### config.mk
export PLATFORM = sky130hd
export DESIGN_NAME = rc4fb_ctrl
export DESIGN_NICKNAME = d
export VERILOG_FILES = /design/src/hw/rtl/rc4fb_pkg.sv /design/src/hw/rtl/rc4fb_ctrl.sv
export SDC_FILE = /design/constraint.sdc
export NUM_CORES = 1
export LEC_CHECK = 0
export BUFFER_PORTS_ARGS = -buffer_cell sky130_fd_sc_hd__buf_2
export CAP_MARGIN = 10
export CORE_AREA = 2 2 39 41
export DETAILED_ROUTE_END_ITERATION = 7
export DIE_AREA = 0 0 41 43
export PLACE_DENSITY = 0.71
export SLEW_MARGIN = 5
export SYNTH_ARGS = -nofsm -noshare
export SYNTH_HDL_FRONTEND = slang
export SYNTH_SLANG_ARGS = --single-unit
export TNS_END_PERCENT = 5
### constraint.sdc
create_clock -name i_clk -period 1.1 [get_ports i_clk]
set_input_delay 0.11 -clock i_clk [delete_from_list [all_inputs] [get_ports i_clk]]
set_output_delay 0.11 -clock i_clk [all_outputs]
set_load 0.02 [all_outputs]
### src/hw/rtl/rc4fb_pkg.sv
`default_nettype none
package rc4fb_pkg;

    // S-box geometry (fixed by the cipher)
    localparam int TABLE_SIZE = 256;
    localparam int TABLE_AW   = 8;
    localparam int CNT_W      = 9;

    // seq_slot codes
    localparam logic [1:0] SLOT_DATA = 2'd0;
    localparam logic [1:0] SLOT_SEQ_HI = 2'd1;
    localparam logic [1:0] SLOT_SEQ_LO = 2'd2;

    // mode codes
    localparam logic MODE_KEY = 1'b0;
    localparam logic MODE_PAYLOAD = 1'b1;

    // controller -> datapath commands
    typedef struct packed {
        logic acc;       // input word accepted this cycle
        logic ks_init;   // fill base table with identity
        logic ks_rd_i;   // schedule: read S[i] and key[k]
        logic ks_rd_j;   // schedule: update j, read S[j]
        logic ks_wr_i;   // schedule: write S[i]
        logic ks_wr_j;   // schedule: write S[j], advance i and k
        logic copy;      // copy base table into work table
        logic rd_x;      // step: x++, read W[x]
        logic rd_y;      // step: y += sx, read W[y]
        logic wr_x;      // step: write W[x], read W[sx+sy]
        logic wr_y;      // step: write W[y]
        logic out_load;  // load output register
    } t_cmd;

    // datapath -> controller status
    typedef struct packed {
        logic idx_255;   // sweep counter at last table entry
        logic idx_256;   // sweep counter past last table entry
    } t_sts;

endpackage
`default_nettype wire

### src/hw/rtl/rc4fb_ctrl.sv
`default_nettype none
module rc4fb_ctrl (
    input  wire logic            i_clk,
    input  wire logic            i_rst_n,
    input  wire logic            i_s_valid,
    output logic                 o_s_ready,
    input  wire logic            i_mode,
    input  wire logic            i_first,
    input  wire logic            i_last,
    output logic                 o_m_valid,
    input  wire logic            i_m_ready,
    output rc4fb_pkg::t_cmd      o_cmd,
    input  wire rc4fb_pkg::t_sts i_sts
);
    import rc4fb_pkg::*;

    localparam logic [3:0] ST_IDLE    = 4'd0;
    localparam logic [3:0] ST_KS_INIT = 4'd1;
    localparam logic [3:0] ST_KS_RD_I = 4'd2;
    localparam logic [3:0] ST_KS_RD_J = 4'd3;
    localparam logic [3:0] ST_KS_WR_I = 4'd4;
    localparam logic [3:0] ST_KS_WR_J = 4'd5;
    localparam logic [3:0] ST_COPY    = 4'd6;
    localparam logic [3:0] ST_RD_X    = 4'd7;
    localparam logic [3:0] ST_RD_Y    = 4'd8;
    localparam logic [3:0] ST_WR_X    = 4'd9;
    localparam logic [3:0] ST_WR_Y    = 4'd10;

    logic [3:0] r_state, n_state;
    logic       r_m_valid;
    logic       acc, out_free;

    assign o_s_ready = (r_state == ST_IDLE);
    assign acc       = i_s_valid && o_s_ready;
    assign out_free  = !r_m_valid || i_m_ready;
    assign o_m_valid = r_m_valid;

    // command decode
    always_comb begin
        o_cmd          = '0;
        o_cmd.acc      = acc;
        o_cmd.ks_init  = (r_state == ST_KS_INIT);
        o_cmd.ks_rd_i  = (r_state == ST_KS_RD_I);
        o_cmd.ks_rd_j  = (r_state == ST_KS_RD_J);
        o_cmd.ks_wr_i  = (r_state == ST_KS_WR_I);
        o_cmd.ks_wr_j  = (r_state == ST_KS_WR_J);
        o_cmd.copy     = (r_state == ST_COPY);
        o_cmd.rd_x     = (r_state == ST_RD_X);
        o_cmd.rd_y     = (r_state == ST_RD_Y);
        o_cmd.wr_x     = (r_state == ST_WR_X);
        o_cmd.wr_y     = (r_state == ST_WR_Y);
        o_cmd.out_load = (r_state == ST_WR_Y) && out_free;
    end

    // next state
    always_comb begin
        n_state = r_state;
        case (r_state)
            ST_IDLE: begin
                if (acc) begin
                    if (i_mode == MODE_KEY) begin
                        n_state = i_last ? ST_KS_INIT : ST_IDLE;
                    end else begin
                        n_state = i_first ? ST_COPY : ST_RD_X;
                    end
                end
            end
            ST_KS_INIT: n_state = i_sts.idx_255 ? ST_KS_RD_I : ST_KS_INIT;
            ST_KS_RD_I: n_state = ST_KS_RD_J;
            ST_KS_RD_J: n_state = ST_KS_WR_I;
            ST_KS_WR_I: n_state = ST_KS_WR_J;
            ST_KS_WR_J: n_state = i_sts.idx_255 ? ST_IDLE : ST_KS_RD_I;
            ST_COPY:    n_state = i_sts.idx_256 ? ST_RD_X : ST_COPY;
            ST_RD_X:    n_state = ST_RD_Y;
            ST_RD_Y:    n_state = ST_WR_X;
            ST_WR_X:    n_state = ST_WR_Y;
            ST_WR_Y:    n_state = out_free ? ST_IDLE : ST_WR_Y;
            default:    n_state = ST_IDLE;
        endcase
    end

    always_ff @(posedge i_clk) begin
        if (!i_rst_n) begin
            r_state   <= ST_IDLE;
            r_m_valid <= 1'b0;
        end else begin
            r_state <= n_state;
            if (o_cmd.out_load) begin
                r_m_valid <= 1'b1;
            end else if (i_m_ready) begin
                r_m_valid <= 1'b0;
            end
        end
    end

    // the W[x] write step is always followed by the W[y] write step
    a_wrx_to_wry: assert property (@(posedge i_clk) disable iff (!i_rst_n)
        (r_state == ST_WR_X) |=> (r_state == ST_WR_Y))
        else $error("swap write sequence broken");

    // key byte without last mark produces nothing and stays idle
    a_key_idle: assert property (@(posedge i_clk) disable iff (!i_rst_n)
        (acc && (i_mode == MODE_KEY) && !i_last) |=> (r_state == ST_IDLE))
        else $error("plain key byte left idle");

    // payload accept goes straight to copy or to the step
    a_pay_start: assert property (@(posedge i_clk) disable iff (!i_rst_n)
        (acc && (i_mode == MODE_PAYLOAD)) |=> ((r_state == ST_COPY) || (r_state == ST_RD_X)))
        else $error("payload word did not start processing");

    // a loaded result shows up as valid next cycle and the block is back idle
    a_load_valid: assert property (@(posedge i_clk) disable iff (!i_rst_n)
        o_cmd.out_load |=> (r_m_valid && (r_state == ST_IDLE)))
        else $error("result load lost");

endmodule
`default_nettype wire

==> out/metrics.csv <==
stage,metric,value,unit
status,status,"finished, violations left",
status,violations,setup timing,
logic_synthesis,ys_warn_count,0,
pwr,power,1930,uW
place,hpwl,1100,um
flow_run,maxCapViolCount,0,
global_route,track_usage,0.229,
detailed_routing,drc_errors,0,
min_path,hp-start,i_rst_n,
worst_setup_path,timing.rr.end,r_state[1]$_SDFFE_PN0P_,
clock_tree,htreeDepth,1,
detailed_routing,totalWireLength,1900,um
sta,worstMarginPinSlew,356,ps
sta,fin_ws,-207,ps
logic_synthesis,synth_cell_types,29,
clock_tree,path_clk_slew,40,ps
logic_synthesis,post_synth_main_area_contributors,"dfxtp_1 (22%), nor2_1 (7.3%), nor3_1 (6.5%), a21oi_1 (5.4%), nand2b_1 (5.4%)",
worst_setup_path,worst_setup_path_end_kind,primary output,
detailed_routing,drt-vias-per-instance,5.17,
place,portBuffers,22,
floorplanning,die_x,41,um
sta,timing.fmax,0.765,GHz
worst_setup_path,cp_data_arrival_time,1200,ps
sta,final.min_clock_period,1310,ps
worst_setup_path,crit_path_max_incr_delay,380,ps
detailed_routing,drt-initial-drc-count,6,
clock_tree,cts_made_buffers,3,
sta,rsz0062_at_grt,yes,
global_route,grt_pass1_wl,2680,um
global_route,grt_overflow_total,0,
sta,relSlewSlack,0.759,
final_layout,layout_common_cells,"buf_4 (25), buf_6 (14), buf_2 (9), nor3_2 (6), nor2_1 (5)",
worst_setup_path,crit_top_cell,buf_6,
sta,hold_violations,0,
clock_tree,insertion_delay,250,ps
logic_synthesis,netlist_area,460,um^2
final_layout,antenna_cells,0,
logic_synthesis,seq_area_frac_synth,0.217,
worst_setup_path,ff2ff_setup_slack,-170,ps
sta,clock_skew,0.254,ps
logic_synthesis,ys_ff_latch,5,
worst_setup_path,critPathMaxFanout,6,
global_route,grt_max_degree,11,
worst_setup_path,r2r-start,r_state[0]$_SDFFE_PN0P_,
floorplanning,die_y,43,um
logic_synthesis,yosysTopAreaCell,dfxtp_1,
detailed_routing,routedWlPerCell,15.1,um
global_route,grt_pass1_vias,603,
floorplanning,ios,23,
min_path,hold_end,o_m_valid$_SDFFE_PN0P_,
clock_tree,hold_buffers,0,
min_path,hold_class,primary input to register,
logic_synthesis,synth_nets,73,
sta,finalCritPeriodShare,1.19,
worst_setup_path,rr_worst_depth,5,
final_layout,final_net_count,120,
final_layout,drive_above_1_share,0.718,
detailed_routing,dr.pass1.iters,2,
worst_setup_path,cpMaxStageDelayCell,dfxtp_4,
pwr,p_per_area,1960,nW/um^2
min_path,hold_depth,2,
place,placed_cells,111,
clock_tree,cts_tree,yes,
logic_synthesis,avgSynthCellArea,7.19,um^2
worst_setup_path,crit_chain,buf_6 > buf_6 > nor3_2 > buf_4,
worst_setup_path,startpoint_type,register,
logic_synthesis,syn_inst,64,
sta,setup_viol,17,
pwr,p_leak,0.000458,uW
global_route,use_met1,0.288,
clock_tree,cts_root_buffer,clkbuf_4,
global_route,met2_usage,0.338,
worst_setup_path,critPathKind,register to primary output,
floorplanning,dieArea,1760,um^2
floorplanning,initial_utilization,0.333,
floorplanning,coreArea,1380,um^2
detailed_routing,vias,652,
clock_tree,clockBufferDepth,2,
detailed_routing,ant_nets,0,
worst_setup_path,worstPathRequired,990,ps
sta,finalMaxSlewViolations,0,
place,place.gp.congestion,0.842,
global_route,met3_usage,0.0524,
final_layout,syn2layout_area_growth,114,%
final_layout,fin_cells,126,
floorplanning,num_rows,14,
final_layout,final_common_cell,buf_4,
global_route,antenna_found_initial,0,
logic_synthesis,yosysTopAreaCellShare,0.217,
clock_tree,clock_sinks,5,
pwr,ir_worst_vdd,1.34,mV
global_route,top_usage_layer,met2,
-- how the worst max path moves through the flow --
| stage | end | cells past startpoint | from | slack [ps] |
|---|---|---|---|---|
| after floorplan | o_cmd[7] | 3 | r_state[2]$_SDFFE_PN0P_ | -140 |
| after global placement | r_state[1]$_SDFFE_PN0P_ | 4 | r_state[0]$_SDFFE_PN0P_ | -170 |
| after detailed placement | r_state[1]$_SDFFE_PN0P_ | 4 | r_state[0]$_SDFFE_PN0P_ | -200 |
| after CTS | o_cmd[11] | 3 | r_state[2]$_SDFFE_PN0P_ | -250 |
| after global routing | o_cmd[7] | 4 | r_state[1]$_SDFFE_PN0P_ | -250 |
| final | o_cmd[7] | 4 | r_state[1]$_SDFFE_PN0P_ | -210 |
-- metrics by stage --
stage           util  TNS, ps  area [um^2]  hold WS, ps  worst slack (ps)
2_1_floorplan      -    -1170          479          263              -138
3_3_place_gp   0.489    -1370          677          403              -175
3_5_place_dp   0.489    -1740          677          402              -201
4_1_cts        0.619    -2610          857          147              -252
5_1_grt        0.711    -3390          983          168              -247
6_report       0.711    -2770          983          158              -207
-- layer usage --
layer  up-vias  wire length (um)
li1        319                 -
met4         0                37
met3         4                26
met1       321               832
met2         8              1010
met5         -                 0
-- registers in the layout (all words and copies together), names as in the netlist --
signal / flops
r_state: 4
o_m_valid: 1
-- cell usage after synthesis --
cell       instances
a21boi_1           1
a21oi_1            5
a2bb2oi_1          1
a31oi_1            1
and2_1             1
and2b_1            3
and4bb_2           1
buf_2              3
buf_4              1
buf_6              2
dfxtp_1            5
inv_1              3
nand2_1            3
nand2_2            1
nand2b_1           4
nand3_1            2
nand4_2            1
nor2_1             9
nor2b_1            1
nor3_1             6
nor3_2             1
nor3b_1            1
nor4_2             1
o21a_1             1
o21ai_0            2
o21ai_1            1
o22a_1             1
o311a_1            1
o311ai_0           1
-- timing repair --
| action | in CTS | in global routing |
|---|---|---|
| resized for setup | 33 | 29 |
| endpoints found under the setup margin | 18 | 17 |
| hold endpoints to repair | 0 | 0 |
| pin swaps | 5 | 9 |
| setup buffers | 7 | 5 |
-- area by class of cell --
cell class / instances / area, um^2
Fill cell: 97 / 400
Clock buffer: 4 / 26.3
Tap cell: 16 / 20.0
Inverter: 3 / 11.3
Sequential cell: 5 / 115
Timing Repair Buffer: 48 / 390
Multi-Input combinational cell: 50 / 420
-- where the power goes --
group / switching (uW) / leakage, uW / internal, uW / total [uW]
Clock: 87.3 / 0.0000150 / 138 / 225
Combinational: 633 / 0.000400 / 743 / 1380
Sequential: 94.9 / 0.0000437 / 236 / 331
Total: 815 / 0.000458 / 1120 / 1930
-- kinds of logic (layout without fill, tap and decap cells) --
kind of cell           Yosys count  in the layout  synth area share
buffers and inverters            9             55             0.122
DFF                              5              5             0.217
AOI/OAI and AO/OA               15             15             0.212
and+or+nand+nor                 35             35             0.448
-- critical path: cells and delay by family (launching register included) --
family | cells | cell delay, ps
buffers and inverters | 3 | 410
flip-flops | 1 | 380
AND/OR/NAND/NOR | 1 | 150
Power figures use the tool's default switching activity.
